## src/tile_map_rect_collision_unit_assert.svh

```systemverilog
// assertion macros for the tile map rectangle collision unit
`ifndef TILE_MAP_RECT_COLLISION_UNIT_ASSERT_SVH
`define TILE_MAP_RECT_COLLISION_UNIT_ASSERT_SVH
`ifndef SYNTHESIS
`define TMRC_ASSERT_IMP(label, pre, post) \
  label: assert property (@(posedge clk) disable iff (rst) (pre) |-> (post)) \
    else $error("tmrc assertion failed");
`define TMRC_ASSERT_NXT(label, pre, post) \
  label: assert property (@(posedge clk) disable iff (rst) (pre) |=> (post)) \
    else $error("tmrc assertion failed");
`else
`define TMRC_ASSERT_IMP(label, pre, post)
`define TMRC_ASSERT_NXT(label, pre, post)
`endif
`endif

```

## src/tmrc_pkg.sv

```systemverilog
// shared constants, payload types and divider interface of the collision unit
`timescale 1ns / 1ps
package tmrc_pkg;

  localparam int MAX_COLS = 64;
  localparam int MAX_ROWS = 64;
  localparam int COL_W    = $clog2(MAX_COLS);
  localparam int ROW_W    = $clog2(MAX_ROWS);
  localparam int COLS_W   = $clog2(MAX_COLS + 1);
  localparam int ROWS_W   = $clog2(MAX_ROWS + 1);
  localparam int MAP_W    = 7;
  localparam int DIM_W    = 9;
  localparam int COORD_W  = 16;
  localparam int SIZE_W   = 15;
  localparam int TILE_W   = 6;
  localparam int DIV_W    = 16;
  localparam int CNT_W    = $clog2(DIV_W + 1);

  localparam logic OP_WRITE = 1'b0;
  localparam logic OP_TEST  = 1'b1;

  typedef enum logic [1:0] {
    CFG_MAP_COLS = 2'd0,
    CFG_MAP_ROWS = 2'd1,
    CFG_TILE_W   = 2'd2,
    CFG_TILE_H   = 2'd3
  } cfg_index_t;

  typedef struct packed {
    logic                      opcode;
    logic signed [COORD_W-1:0] rect_left;
    logic signed [COORD_W-1:0] rect_top;
    logic [SIZE_W-1:0]         rect_width;
    logic [SIZE_W-1:0]         rect_height;
    logic [TILE_W-1:0]         tile_col;
    logic [TILE_W-1:0]         tile_row;
    logic                      blocking_mark;
  } cmd_t;

  typedef struct packed {
    logic collides;
    logic outside_map;
  } res_t;

  typedef struct packed {
    logic             start;
    logic [DIV_W-1:0] dividend;
    logic [DIM_W-1:0] divisor;
  } div_req_t;

  typedef struct packed {
    logic             busy;
    logic             done;
    logic [DIV_W-1:0] quotient;
  } div_rsp_t;

endpackage

```

## src/tmrc_divider.sv

```systemverilog
// bit-serial restoring divider shared by the corner-to-tile conversions
`timescale 1ns / 1ps
module tmrc_divider (
  input  logic               clk,
  input  logic               rst,
  input  tmrc_pkg::div_req_t req,
  output tmrc_pkg::div_rsp_t rsp
);
  import tmrc_pkg::*;
  `include "tile_map_rect_collision_unit_assert.svh"

  logic             busy;
  logic             done;
  logic [CNT_W-1:0] cnt;
  logic [DIV_W-1:0] dvd;
  logic [DIM_W-1:0] rem;
  logic [DIM_W:0]   trial;
  logic             fits;

  assign trial = {rem, dvd[DIV_W-1]};
  assign fits  = trial >= {1'b0, req.divisor};

  always_ff @(posedge clk) begin
    if (rst) begin
      busy <= 1'b0;
      done <= 1'b0;
      cnt  <= '0;
    end else begin
      if (req.start) begin
        busy <= 1'b1;
        done <= 1'b0;
        cnt  <= CNT_W'(DIV_W);
      end else if (busy) begin
        cnt  <= cnt - 1'b1;
        done <= (cnt == CNT_W'(1));
        if (cnt == CNT_W'(1)) begin
          busy <= 1'b0;
        end
      end else begin
        done <= 1'b0;
      end
    end
  end

  // quotient bits shift into the dividend register
  always_ff @(posedge clk) begin
    if (req.start) begin
      dvd <= req.dividend;
      rem <= '0;
    end else if (busy) begin
      if (fits) begin
        rem <= DIM_W'(trial - {1'b0, req.divisor});
      end else begin
        rem <= trial[DIM_W-1:0];
      end
      dvd <= {dvd[DIV_W-2:0], fits};
    end
  end

  assign rsp.busy     = busy;
  assign rsp.done     = done;
  assign rsp.quotient = dvd;

  `TMRC_ASSERT_IMP(a_start_when_idle, req.start, !busy)
  `TMRC_ASSERT_NXT(a_done_after_last, busy && cnt == CNT_W'(1), done && !busy)
  `TMRC_ASSERT_IMP(a_done_not_busy, done, !busy)
  `TMRC_ASSERT_IMP(a_busy_count, busy, cnt != '0)

endmodule
```

## config.mk

```make
export PLATFORM = sky130hd
export DESIGN_NAME = tmrc_divider
export DESIGN_NICKNAME = d
export VERILOG_FILES = /design/src/tmrc_pkg.sv /design/src/tmrc_divider.sv
export VERILOG_INCLUDE_DIRS = /design/src /design/src/src
export SDC_FILE = /design/constraint.sdc
export NUM_CORES = 1
export LEC_CHECK = 0
export ABC_AREA = 1
export ABC_CLOCK_PERIOD_IN_PS = 2250
export BUFFER_PORTS_ARGS = -buffer_cell sky130_fd_sc_hd__buf_2
export CAP_MARGIN = 20
export CORE_MARGIN = 2
export CORE_UTILIZATION = 45
export CTS_CLUSTER_DIAMETER = 200
export DETAILED_ROUTE_END_ITERATION = 7
export GPL_TIMING_DRIVEN = 0
export PLACE_DENSITY_LB_ADDON = 0.2
export SYNTH_ARGS = -nofsm -noshare
export SYNTH_HDL_FRONTEND = slang
export SYNTH_SLANG_ARGS = --single-unit
```

## constraint.sdc

```tcl
create_clock -name clk -period 2.25 [get_ports clk]
set_input_delay 0.5625 -clock clk [delete_from_list [all_inputs] [get_ports clk]]
set_output_delay 0.5625 -clock clk [all_outputs]
set_load 0.01 [all_outputs]
```

==> results of run 1 <==
[worst max-delay path: cells and delay by family (launching register included)]
kind	cells	cell delay (ps)
simple gates	5	380
compound gates	1	80
buf+inv	3	290
flops	1	400
fa+ha+maj	2	550
[metal layers]
layer,GRT usage,share of wire
met5,0,0
met4,0.0697,0.023
met3,0.0465,0.041
met2,0.264,0.44
met1,0.227,0.49
[area by class of cell]
type | instances | share of cell area
multi-input cells | 185 | 0.414
flip-flops and latches | 32 | 0.345
plain buffers | 7 | 0.0194
clock buffers | 6 | 0.0313
repair buffers | 44 | 0.0949
well taps | 50 | 0.0270
inverters | 33 | 0.0534
clock inverters | 2 | 0.0151
[power breakdown]
group | total, mW | internal, mW | switching [mW]
registers | 0.686 | 0.661 | 0.0244
clock network | 0.546 | 0.328 | 0.217
logic | 0.250 | 0.102 | 0.148
total | 1.48 | 1.09 | 0.389
[layout by cell type, fill, tap and decap left out]
| master | count |
|---|---|
| sky130_fd_sc_hd__nand2_1 | 107 |
| sky130_fd_sc_hd__buf_2 | 47 |
| sky130_fd_sc_hd__inv_1 | 27 |
| sky130_fd_sc_hd__nand3_1 | 18 |
| sky130_fd_sc_hd__dfxtp_1 | 16 |
| sky130_fd_sc_hd__edfxtp_1 | 16 |
| sky130_fd_sc_hd__nor2_1 | 13 |
| sky130_fd_sc_hd__ha_1 | 11 |
| sky130_fd_sc_hd__nand3b_1 | 9 |
| sky130_fd_sc_hd__clkbuf_8 | 5 |
| sky130_fd_sc_hd__inv_2 | 4 |
| sky130_fd_sc_hd__nand2_2 | 4 |
| sky130_fd_sc_hd__a21oi_1 | 4 |
| sky130_fd_sc_hd__nor2_2 | 2 |
| sky130_fd_sc_hd__clkbuf_1 | 2 |
| sky130_fd_sc_hd__clkinv_1 | 2 |
| sky130_fd_sc_hd__a31oi_1 | 2 |
| sky130_fd_sc_hd__xnor2_1 | 2 |
| sky130_fd_sc_hd__xor2_1 | 2 |
| sky130_fd_sc_hd__nor3_1 | 2 |
| sky130_fd_sc_hd__buf_4 | 2 |
| sky130_fd_sc_hd__or2_4 | 1 |
| sky130_fd_sc_hd__nand3_2 | 1 |
| sky130_fd_sc_hd__nor3_2 | 1 |
| sky130_fd_sc_hd__buf_6 | 1 |
| sky130_fd_sc_hd__a21oi_2 | 1 |
| sky130_fd_sc_hd__nor2_8 | 1 |
| sky130_fd_sc_hd__a211oi_1 | 1 |
| sky130_fd_sc_hd__o211ai_1 | 1 |
| sky130_fd_sc_hd__and3_1 | 1 |
| sky130_fd_sc_hd__fa_1 | 1 |
| sky130_fd_sc_hd__clkinv_2 | 1 |
| sky130_fd_sc_hd__bufinv_16 | 1 |
[kinds of logic after synthesis]
logic type                 after synthesis
AOI/OAI and AO/OA                        9
adders and majority gates               12
xor gates and xnor gates                 4
and+or+nand+nor                        160
buffers and inverters                   40
DFF                                     32
[Yosys cell counts (all sizes together)]
library cell,instances,area [µm²]
or2,1,8.76
o211ai,1,7.51
xnor2,2,17.5
clkbuf,1,3.75
buf,6,41.3
and3,1,6.26
clkinv,2,7.51
nor3,3,20.0
inv,31,116
nor2,16,81.3
xor2,2,17.5
nand3b,9,67.6
edfxtp,16,480
a31oi,2,12.5
ha,11,138
fa,1,20.0
a211oi,1,7.51
nand2,111,427
dfxtp,16,320
a21oi,5,28.8
nand3,19,100
[stage by stage]
stage               hold slack, ps  std cells
floorplan                      442        257
global placement               458        351
detailed placement             460        351
CTS                            443        359
global route                   448        359
finish                         450        359
[state kept, by name (all words and copies together), names as in the netlist]
| register | flops |
|---|---|
| busy | 1 |
| cnt | 5 |
| done | 1 |
| dvd | 16 |
| rem | 9 |
[worst min path at each step]
stage / to / slack [ps] / cells after the start
2_1_floorplan: cnt[4] / 440 / 2
3_3_place_gp: rem[2] / 460 / 2
3_5_place_dp: rem[1] / 460 / 2
4_1_cts: cnt[4] / 440 / 2
5_1_grt: cnt[4] / 450 / 2
6_report: cnt[4] / 450 / 2
==> out/results.txt, run 1 <==
Setup violations remaining at the end of the flow were counted as 0. The data required time of the critical path came out at 2280 ps. For the worst flop-to-flop path, the logic depth is 11. The hold-fix buffer count after cts was 0. The vertical extent of the die is 69.5 µm, and the portion of the post-synthesis area used by sequential elements is 0.415.

The synthesized area per cell is 7.51 µm², and the endpoint arrival time on the critical path is 2000 ps. The number of setup buffers added after CTS is 0. The logs give 2 for the H-tree depth and 0 for the number of warning messages in the yosys log. The I/O pin count was 46; the number of violations reported at the end of detailed-routing iteration 0 was 77. The flow ran to the end, and the final reports show no timing, DRC or antenna violations. Synthesized-area fraction occupied by ao, oa, aoi and oai cells: 0.0292. The run gives 0.171 as the global-route total usage across every layer.

The number of vias per cell after detailed routing was 4.68; the headroom to the max-slew limit was 0.697. Once detail routing completed, the nets flagged for antenna violations numbered 0. Along the worst path, the maximum fanout reaches 10. The synthesized instance count is 257. Clock tree synthesis selected as its root buffer the cell sky130_fd_sc_hd__clkbuf_8. The logs give 0 for the post-cts repair resize count and 290 ps for the clock latency at the later pin of the worst-skew pair.

The die covers 0.00483 mm². The first TritonRoute pass finished after 4 iterations. The worst setup path is captured at a flip-flop. The adder and majority gate portion of the synthesized area came out at 0.0817. The capture point of the worst reg-to-reg path was dvd[0]. In this run the cell area of the synthesized design comes to 0.00193 mm².

The finished cells cover 0.00232 mm². The via count of the first global-routing pass was 1555; the area share of xor/xnor cells in the synthesized design was 0.0182. The maximum VDD drop is 0.373 mV.

Summing all placed instances gives a cell area of 0.00221 mm². The number of slew-limit violations in the final report is 0, and the transition time at the pin with the least slew margin is 454 ps. The netlist uses 30 different library cells. Setup slack closes at 286 ps.

Setup repair after global routing left no endpoint under its margin. The run gives 0.475 as the initial cell density of the core. The worst setup path is launched from a flip-flop. The number of maximum-capacitance violations is 0. The number of placement rows is 23.

The most critical setup path has its endpoint at dvd[0]. Startpoint of the most critical hold path: rst. The die span in x is 69.5 µm.

Start point of the critical path: dvd[15]. The number of antenna violations at the first check in global routing came out at 0. The detailed router placed 1680 vias in this run. For the final standard cell utilization of the core, the log shows 0.572. Area fraction in and, or, nand and nor cells after synthesis: 0.368. Subtracting the final worst setup slack from the clock period gives 1960 ps. The run gives 3920 µm as the total length of routed wires. Summed over all cells, the static leakage comes to 1.27 nW. The run gives 1.48 mW as the power after layout.

For the count of final hold-check violations, the log shows 0. The total power density per cell area is 639 mW/mm², and the mux cell area share after synthesis is 0. Number of inserted filler cells in the final layout: 380.

OpenSTA, run right after detailed placement, puts the worst setup slack at 108 ps. The total of flip-flops plus latches after synthesis was 32; the total DRC errors in the routed layout was 0. The largest individual stage delay along the critical path comes from the cell sky130_fd_sc_hd__fa_1. During placement, the flow inserted port buffers numbering 44. The post-route clock period utilization was 0.873; the synthesized netlist net count was 297.

The post-detailed-placement half-perimeter wirelength came out at 2970 µm. Counting along the longest clock path gives a buffer depth of 2. Type of the setup path with the least slack: flip-flop to flip-flop. The run gives 0 ps as the total negative slack for setup checks.

The wire length of the first global-routing pass is 6620 µm. The run gives 960 µm² as the area taken by multi-input logic gates. After synthesis, the largest family of logic cells by area is simple AND/OR/NAND/NOR gates. The signal on the critical path passes through inv_1 -> ha_1 -> inv_1 -> fa_1 -> nand2_1 -> nand2_2 -> nand3_2 -> nand2_2 -> nand2_2 -> buf_6 -> a31oi_1.

The post-CTS clock slew at the launch and capture registers of the worst setup and hold paths works out to 70 ps. Launch point of the worst reg-to-reg path: dvd[15]. The number of antenna diodes in the final layout is 0. The area growth from synthesis to layout is 20.2%, and the storage element area is 801 µm². Routability-driven placement finished with a final weighted congestion of 0.821. At the end of the flow, the number of nets in the layout was 348. The cell type with the highest occurrence count on the critical path is sky130_fd_sc_hd__nand2_2. Entering global routing, the biggest net connects 18 pins. The register-to-register setup slack is 290 ps, and the fraction of final layout cells sized beyond drive strength 1 is 0.233.

Across the routed clock network, the largest skew measured is 8.83 ps. The highest clock frequency the design can meet was 0.509 GHz; the delay of the slowest cell on the worst path was 410 ps. For the total clock buffers created by CTS, the log shows 5. The total global routing overflow is 0. The detailed-route wire length per cell works out to 10.9 µm. The tools report the number of sinks driven by the clock tree as 32.

The area of the core is 0.00406 mm². In this run the worst hold path is classified as primary input to flip-flop. TritonCTS built the clock tree.
Power figures use the tool's default switching activity.
==> run 2: changes to the inputs <==
- ABC_AREA: 1 -> unset
- GPL_ROUTABILITY_DRIVEN: unset -> 0
==> out/results.txt, run 2 <==
The run finished, with violations left. The checks that failed: negative setup slack. The number of inserted filler cells in the final layout was 352 (was 380); the number of sinks driven by the clock tree was 32 (unchanged). Count of buffers from port buffering: 45 (was 44).

The maximum number of pins on one net before global-route repair came out at 18 (unchanged). Cell with the biggest individual delay on the critical path: sky130_fd_sc_hd__edfxtp_1 (was sky130_fd_sc_hd__fa_1). TritonCTS built the clock tree. Largest register by flop count: dvd (unchanged). Headroom to the max-slew limit: 0.563 (was 0.697). The count of final hold-check violations was 0 (unchanged).

The synthesized netlist net count is 214 (was 297). The antenna diode count is 0 (unchanged), and the total of flip-flops plus latches after synthesis is 32 (unchanged). The net count of the finished layout was 271 (was 348); the length of routed wiring on met1 was 1790 µm (was 1920 µm). For the number of antenna violations at the first check in global routing, the log shows 0 (unchanged). The startpoint of the most critical hold path is rem[8] (was rst).

Total negative slack for setup checks: -154 ps (was 0 ps). The clock latency at the later pin of the worst-skew pair came out at 280 ps (was 290 ps). The tools report the library cell used as clock root buffer as sky130_fd_sc_hd__clkbuf_8 (unchanged). The logs give 5 (was 0) for the count of endpoints failing setup in the final report and 6180 µm (was 6620 µm) for the wire length of the first global-routing pass. The total global routing overflow was 0 (unchanged). The area of the die was 0.00467 mm² (was 0.00483 mm²); the number of violations reported at the end of detailed-routing iteration 0 was 40 (was 77). The leading cell type by number of instances after synthesis is sky130_fd_sc_hd__inv_1 (was sky130_fd_sc_hd__nand2_1). The logs give 0 (unchanged) for the number of warning messages in the yosys log and -56.3 ps (was 286 ps) for the final setup slack of the worst path.

The launch point of the worst reg-to-reg path was dvd[15] (unchanged). The portion of the post-synthesis area used by sequential elements is 0.430 (was 0.415), and the post-detailed-placement half-perimeter wirelength is 2770 µm (was 2970 µm). Crit-path cells: inv_2 -> ha_4 -> inv_2 -> fa_2 -> a211oi_4 -> o31ai_2 -> or3_1 -> a221oi_2 -> o31ai_2 (was inv_1 -> ha_1 -> inv_1 -> fa_1 -> nand2_1 -> nand2_2 -> nand3_2 -> nand2_2 -> nand2_2 -> buf_6 -> a31oi_1). The post-CTS clock slew at the launch and capture registers of the worst setup and hold paths is 70 ps (about the same). The die span in x is 68.3 µm (was 69.5 µm), and the number of enable flip-flop cells after synthesis is 16 (unchanged). Largest area contributor in the netlist: sky130_fd_sc_hd__edfxtp_1 (unchanged). Initial cell density of the core: 0.465 (was 0.475).

The logs give 2480 ps (was 2000 ps) for the endpoint arrival time on the critical path and 1.05 nW (was 1.27 nW) for the static power due to leakage. The worst hold margin was 496 ps (was 450 ps). The kind of start point of the critical path was a flip-flop (unchanged). Setup repair after global routing could not meet its margin everywhere. Highest net fanout along the worst path: 3 (was 10).

Critical path capture point type: a flip-flop (unchanged). The minimum clock period after layout is 2310 ps (was 1960 ps), and the routed length on met2 is 1690 µm (was 1740 µm). The data required time of the critical path was 2420 ps (was 2280 ps). Most used cells in the layout excluding fill and tap cells: sky130_fd_sc_hd__buf_2 (45), sky130_fd_sc_hd__nor2_1 (16), sky130_fd_sc_hd__dfxtp_1 (16), sky130_fd_sc_hd__edfxtp_1 (16) (was sky130_fd_sc_hd__nand2_1 (107), sky130_fd_sc_hd__buf_2 (47), sky130_fd_sc_hd__inv_1 (27)).

The I/O pin count was 46 (unchanged). Final standard cell utilization of the core: 0.581 (was 0.572). The vertical extent of the die was 68.3 µm (was 69.5 µm); the total DRC errors in the routed layout was 0 (unchanged). The run gives 0.00186 mm² (was 0.00193 mm²) as the cell area after technology mapping.

Storage element area: 801 µm² (unchanged). For the area of the core, the log shows 0.00400 mm² (was 0.00406 mm²). For the via count of the first global-routing pass, the log shows 1393 (was 1555). The number of vias in the routed layout is 1462 (was 1680).

The area growth from synthesis to layout is 24.7% (was 20.2%). The total power density per cell area was 679 mW/mm² (was 639 mW/mm²). Largest registers: dvd x16, rem x9, cnt x5 (unchanged).

Top cell types by occurrence after synthesis: sky130_fd_sc_hd__inv_1 (17), sky130_fd_sc_hd__dfxtp_1 (16), sky130_fd_sc_hd__edfxtp_1 (16), sky130_fd_sc_hd__nor2_1 (16), sky130_fd_sc_hd__mux2_2 (15) (was sky130_fd_sc_hd__nand2_1 (107), sky130_fd_sc_hd__inv_1 (27), sky130_fd_sc_hd__nand3_1 (18)). For the total length of routed wires, the log shows 3750 µm (was 3920 µm). The most common cell after layout, fill and taps aside was sky130_fd_sc_hd__buf_2 (was sky130_fd_sc_hd__nand2_1). The tools report the maximum VDD drop as 0.403 mV (was 0.373 mV).

The fraction of final layout cells sized beyond drive strength 1 works out to 0.397 (was 0.233). The flip-flop count of the largest register after layout is 16 (unchanged), and the maximum clock path buffer count is 2 (unchanged). The delay of the slowest cell on the worst path was 430 ps (was 410 ps); the global-route total usage across every layer was 0.179 (was 0.171). The pre-CTS setup slack was -291 ps (was 108 ps); the area taken by multi-input logic gates was 988 µm² (was 960 µm²).

The tools report the number of maximum-capacitance violations as 0 (unchanged). The run gives 5 (unchanged) as the total clock buffers created by CTS. The fraction of synthesis flops using an asynchronous set or reset pin is 0 (unchanged), and the synthesized area per cell is 10.7 µm² (was 7.51 µm²). The post-detailed-route count of antenna-violating nets is 0 (unchanged). Uppermost signal routing layer after detailed routing: met4 (unchanged).

The tools report the length of the first detailed-routing pass in iterations as 6 (was 4). The type of the setup path with the least slack was flip-flop to flip-flop (unchanged). The synthesized instance count was 174 (was 257); the post-route clock period utilization was 1.03 (was 0.873). The highest clock frequency the design can meet was 0.434 GHz (was 0.509 GHz). Length of routed met3 wiring: 218 µm (was 162 µm).

The number of vias per cell after detailed routing came out at 5.18 (was 4.68). The area share of the largest cell type after synthesis works out to 0.258 (was 0.249). The transition time at the pin with the least slew margin was 654 ps (was 454 ps). For the final setup skew, the log shows 8.55 ps (was 8.83 ps).

The most instantiated flip-flop cell in the synthesis netlist is sky130_fd_sc_hd__edfxtp_1 (unchanged). The count of unique library cells instantiated by Yosys is 48 (was 30). Cells taking the most area after synthesis: sky130_fd_sc_hd__edfxtp_1 (26%), sky130_fd_sc_hd__dfxtp_1 (17%), sky130_fd_sc_hd__mux2_2 (9.1%), sky130_fd_sc_hd__ha_1 (7.4%), sky130_fd_sc_hd__inv_1 (3.4%) (was sky130_fd_sc_hd__edfxtp_1 (25%), sky130_fd_sc_hd__nand2_1 (21%), sky130_fd_sc_hd__dfxtp_1 (17%), sky130_fd_sc_hd__ha_1 (7.1%), sky130_fd_sc_hd__inv_1 (5.3%)).

The number of placement rows is 23 (unchanged). The tools report the start point of the critical path as dvd[15] (unchanged). The worst min-delay path class is flip-flop to flip-flop (was primary input to flip-flop).

The detailed-route wire length per cell is 13.3 µm (was 10.9 µm), and the H-tree depth is 2 (unchanged). The run gives 0 (unchanged) as the number of slew-limit violations in the final report.
## run 2: cell types whose count changed in the layout (fill, tap and decap cells not counted), moves of 6 or more
cell,change
sky130_fd_sc_hd__nand2_1,-98
sky130_fd_sc_hd__mux2i_1,+6
sky130_fd_sc_hd__inv_1,-12
sky130_fd_sc_hd__nand3b_1,-9
sky130_fd_sc_hd__mux2_2,+15
sky130_fd_sc_hd__nand3_1,-17
## run 2: area by class of cell
type | count | share of cell area
buffer | 8 | 0.0210
clock buffer | 5 | 0.0296
sequential | 32 | 0.345
tap | 50 | 0.0269
clock inverter | 3 | 0.00808
multi-input combinational | 117 | 0.426
timing repair buffer | 50 | 0.116
inverter | 17 | 0.0275
## run 2: stage by stage
| stage | instances | cell area [µm²] | total power [mW] |
|---|---|---|---|
| floorplan | 174 | 1890 | 1.01 |
| global placement | 269 | 2180 | 1.12 |
| detailed placement | 269 | 2180 | 1.12 |
| CTS | 281 | 2300 | 1.58 |
| global route | 282 | 2320 | 1.67 |
| finish | 282 | 2320 | 1.58 |
## run 2: where the power goes
part	leakage (nW)	internal, mW	switching (mW)	total [mW]
registers	0.293	0.675	0.0356	0.710
clock network	0.0479	0.215	0.219	0.434
logic	0.707	0.213	0.220	0.433
## run 2: what timing repair did
action / 4_1_cts / 5_1_grt
pin swaps: 5 / 2
resized for setup: 1 / 3
hold buffers: 0 / 0
buffers inserted: 4 / 1
setup endpoints to repair: 10 / 10
## run 2: cell families (layout without fill, tap and decap cells)
| kind of cell | Yosys count | in the layout | share of synthesized area |
|---|---|---|---|
| AO/OA/AOI/OAI | 32 | 32 | 0.148 |
| XOR/XNOR | 8 | 8 | 0.0376 |
| adder cells (fa/ha/maj) | 12 | 12 | 0.0847 |
| buffers and inverters | 25 | 83 | 0.0585 |
| flip-flops | 32 | 32 | 0.430 |
| multiplexers | 21 | 21 | 0.123 |
| AND/OR/NAND/NOR | 44 | 44 | 0.118 |
## run 2: path summary, 6_finish.rpt
path / end / slack (ps) / cells after the start
worst min-delay path: rem[8] / 500 / 2
worst max register to register: rem[8] / -60 / 9
worst max-delay path: rem[8] / -60 / 9
worst min register to register: rem[8] / 500 / 2
## run 2: routing by layer
metal | up-vias | track usage
li1 | 744 | -
met1 | 667 | 0.231
met2 | 45 | 0.289
met3 | 6 | 0.0510
met4 | 0 | 0.0600
met5 | - | 0
## run 2: critical path, delay by kind of cell, from the launching register on
family	cells	cell delay, ps
and+or+nand+nor	1	340
AOI/OAI and AO/OA	4	810
buffers and inverters	2	120
DFF	1	430
adders and majority gates	2	490
==> run 3: changes to the inputs <==
- PLACE_DENSITY: unset -> 0.77
- PLACE_DENSITY_LB_ADDON: 0.2 -> unset
==> out/results.txt, run 3 (synthesis results as in run 2) <==
The flow ran to the end, but the final reports show violations. Violated checks: negative setup slack (unchanged). The depth of the worst register-to-register path was 10 (was 9); the data required time of the critical path was 2390 ps (was 2420 ps). The most common cell after layout, fill and taps aside is sky130_fd_sc_hd__buf_2 (unchanged). The combinational power share is 0.254 (was 0.274), and the switching power as a share of total power is 0.274 (was 0.301). The critical path capture point type was a flip-flop (unchanged).

The tools report the total DRC errors in the routed layout as 0 (unchanged). The worst min-delay path class was flip-flop to flip-flop (unchanged). The area of the die is 0.00467 mm² (unchanged), and the total net switching power is 0.455 mW (was 0.474 mW). Setup repair after global routing could not meet its margin everywhere.

The tools report the maximum VDD drop as 0.452 mV (was 0.403 mV). The length of routed met3 wiring is 126 µm (was 218 µm), and the design internal power is 1.20 mW (was 1.10 mW). The highest net fanout along the worst path works out to 10 (was 3). The total global routing overflow came out at 0 (unchanged). The tools report the number of slew-limit violations in the final report as 0 (unchanged).

The post-CTS clock slew at the launch and capture registers of the worst setup and hold paths is 70 ps (about the same), and the H-tree depth is 2 (unchanged). The hold-fix buffer count after cts is 0 (unchanged). For the share of power burned in the clock network, the log shows 0.318 (was 0.275). The run gives 6.82 ps (was 8.55 ps) as the final setup skew.

The total clock buffers created by CTS is 5 (unchanged). The routed length on met2 was 1750 µm (was 1690 µm); the length of the first detailed-routing pass in iterations was 4 (was 6). TritonCTS built the clock tree.

The final standard cell utilization of the core is 0.581 (about the same), and the static power due to leakage is 1.04 nW (was 1.05 nW). The number of sinks driven by the clock tree was 32 (unchanged); the wire length of the first global-routing pass was 5530 µm (was 6180 µm). Maximum number of pins on one net before global-route repair: 18 (unchanged). The power after layout came out at 1.66 mW (was 1.58 mW). The number of antenna violations at the first check in global routing is 0 (unchanged). The tools report the startpoint of the most critical hold path as rem[8] (unchanged). The clock latency at the later pin of the worst-skew pair was 280 ps (about the same); the headroom to the max-slew limit was 0.577 (was 0.563).

The die span in x is 68.3 µm (unchanged), and the number of violations reported at the end of detailed-routing iteration 0 is 76 (was 40). Number of cells traversed by the worst hold path: 2 (unchanged). For the antenna diode count, the log shows 0 (unchanged). The initial cell density of the core was 0.465 (unchanged); the number of vias per cell after detailed routing was 5.27 (was 5.18). The total power density per cell area came out at 714 mW/mm² (was 679 mW/mm²). For the area of the core, the log shows 0.00400 mm² (unchanged).

The run gives 1710 µm (was 1790 µm) as the length of routed wiring on met1. Most used cells in the layout excluding fill and tap cells: sky130_fd_sc_hd__buf_2 (45), sky130_fd_sc_hd__nor2_1 (16), sky130_fd_sc_hd__dfxtp_1 (16), sky130_fd_sc_hd__edfxtp_1 (16) (unchanged). The detailed-route wire length per cell works out to 12.8 µm (was 13.3 µm). Kind of start point of the critical path: a flip-flop (unchanged).

The run gives 281 (was 282) as the filler-free cell count of the finished design. The count of buffers from port buffering was 45 (unchanged). Largest register by flop count: dvd (unchanged).

Launch point of the worst reg-to-reg path: dvd[15] (unchanged). The run gives 46 (unchanged) as the I/O pin count. The tools report the placed cell count as 269 (unchanged). The transition time at the pin with the least slew margin came out at 634 ps (was 654 ps). The tools report the start point of the critical path as dvd[15] (unchanged). The worst hold margin came out at 479 ps (was 496 ps). The share of power burned in registers is 0.428 (was 0.451), and the flip-flop count of the largest register after layout is 16 (unchanged). The highest clock frequency the design can meet is 0.440 GHz (was 0.434 GHz), and the area growth from synthesis to layout is 24.9% (was 24.7%). The logs give 1482 (was 1462) for the number of vias in the routed layout and 2740 µm (was 2770 µm) for the post-detailed-placement half-perimeter wirelength. Largest registers: dvd x16, rem x9, cnt x5 (unchanged). The tools report the count of final hold-check violations as 0 (unchanged). The type of the setup path with the least slack is flip-flop to flip-flop (unchanged).

The minimum clock period after layout is 2270 ps (was 2310 ps). The post-detailed-route count of antenna-violating nets was 0 (unchanged). The fraction of final layout cells sized beyond drive strength 1 is 0.390 (was 0.397).

The logs give 1224 (was 1393) for the via count of the first global-routing pass and 2410 ps (was 2480 ps) for the endpoint arrival time on the critical path. Total length of routed wires: 3600 µm (was 3750 µm). The vertical extent of the die is 68.3 µm (unchanged). The number of maximum-capacitance violations came out at 0 (unchanged). The logs give 2 (was 5) for the count of endpoints failing setup in the final report and 23 (unchanged) for the number of placement rows. For the global-route total usage across every layer, the log shows 0.160 (was 0.179). The library cell used as clock root buffer was sky130_fd_sc_hd__clkbuf_8 (unchanged). The maximum clock path buffer count was 2 (unchanged); the post-route clock period utilization was 1.01 (was 1.03). Final setup slack of the worst path: -23.2 ps (was -56.3 ps). The uppermost signal routing layer after detailed routing was met4 (unchanged).

The pre-CTS setup slack was -312 ps (was -291 ps). The tools report the net count of the finished layout as 270 (was 271).
[run 3: repair_timing]
| action | 4_1_cts | 5_1_grt |
|---|---|---|
| endpoints found under the setup margin | 10 | 7 |
| pin swaps | 2 | 2 |
| cloned | 0 | 0 |
| resized for setup | 0 | 3 |
| setup buffers | 2 | 2 |
[run 3: final cells by class]
| cell class | instances | area (µm²) |
|---|---|---|
| Multi-Input combinational cell | 117 | 983 |
| Clock buffer | 5 | 68.8 |
| Tap cell | 50 | 62.6 |
| Timing Repair Buffer | 49 | 259 |
| Fill cell | 346 | 1680 |
| Sequential cell | 32 | 801 |
| Buffer | 8 | 48.8 |
| Clock inverter | 3 | 37.5 |
| Inverter | 17 | 63.8 |
[run 3: power groups by stage]
stage                     Clock [mW]  Sequential (mW)  Combinational, mW
final                          0.528            0.709              0.422
after global routing           0.561            0.717              0.466
after CTS                      0.533            0.710              0.408
after detailed placement           0            0.722              0.396
after global placement             0            0.721              0.390
after floorplan                    0            0.732              0.278
[run 3: metal layers]
metal,global-route usage,vias up
met1,0.224,708
met4,0.0450,0
li1,-,745
met3,0.0411,3
met5,0,-
met2,0.243,26
[run 3: worst paths after layout]
path,endpoint,slack [ps]
worst min register to register,rem[8],480
worst max register to register,rem[6],-20
worst max-delay path,rem[6],-20
worst min-delay path,rem[8],480
[run 3: metrics by stage]
stage / area (µm²) / setup TNS [ps]
final: 2320 / -30.7
after global routing: 2320 / -283
after CTS: 2300 / -44.1
after detailed placement: 2180 / -1900
after global placement: 2180 / -1580
after floorplan: 1890 / -60.1
[run 3: worst max-delay path, cell delays in order, from the launching register on]
cell	delay, ps
sky130_fd_sc_hd__edfxtp_1	430
sky130_fd_sc_hd__inv_2	90
sky130_fd_sc_hd__ha_4	130
sky130_fd_sc_hd__inv_2	30
sky130_fd_sc_hd__fa_2	360
sky130_fd_sc_hd__a211oi_4	270
sky130_fd_sc_hd__o211ai_2	130
sky130_fd_sc_hd__a21oi_4	190
sky130_fd_sc_hd__buf_8	170
sky130_fd_sc_hd__mux2i_2	240
sky130_fd_sc_hd__o22ai_1	90
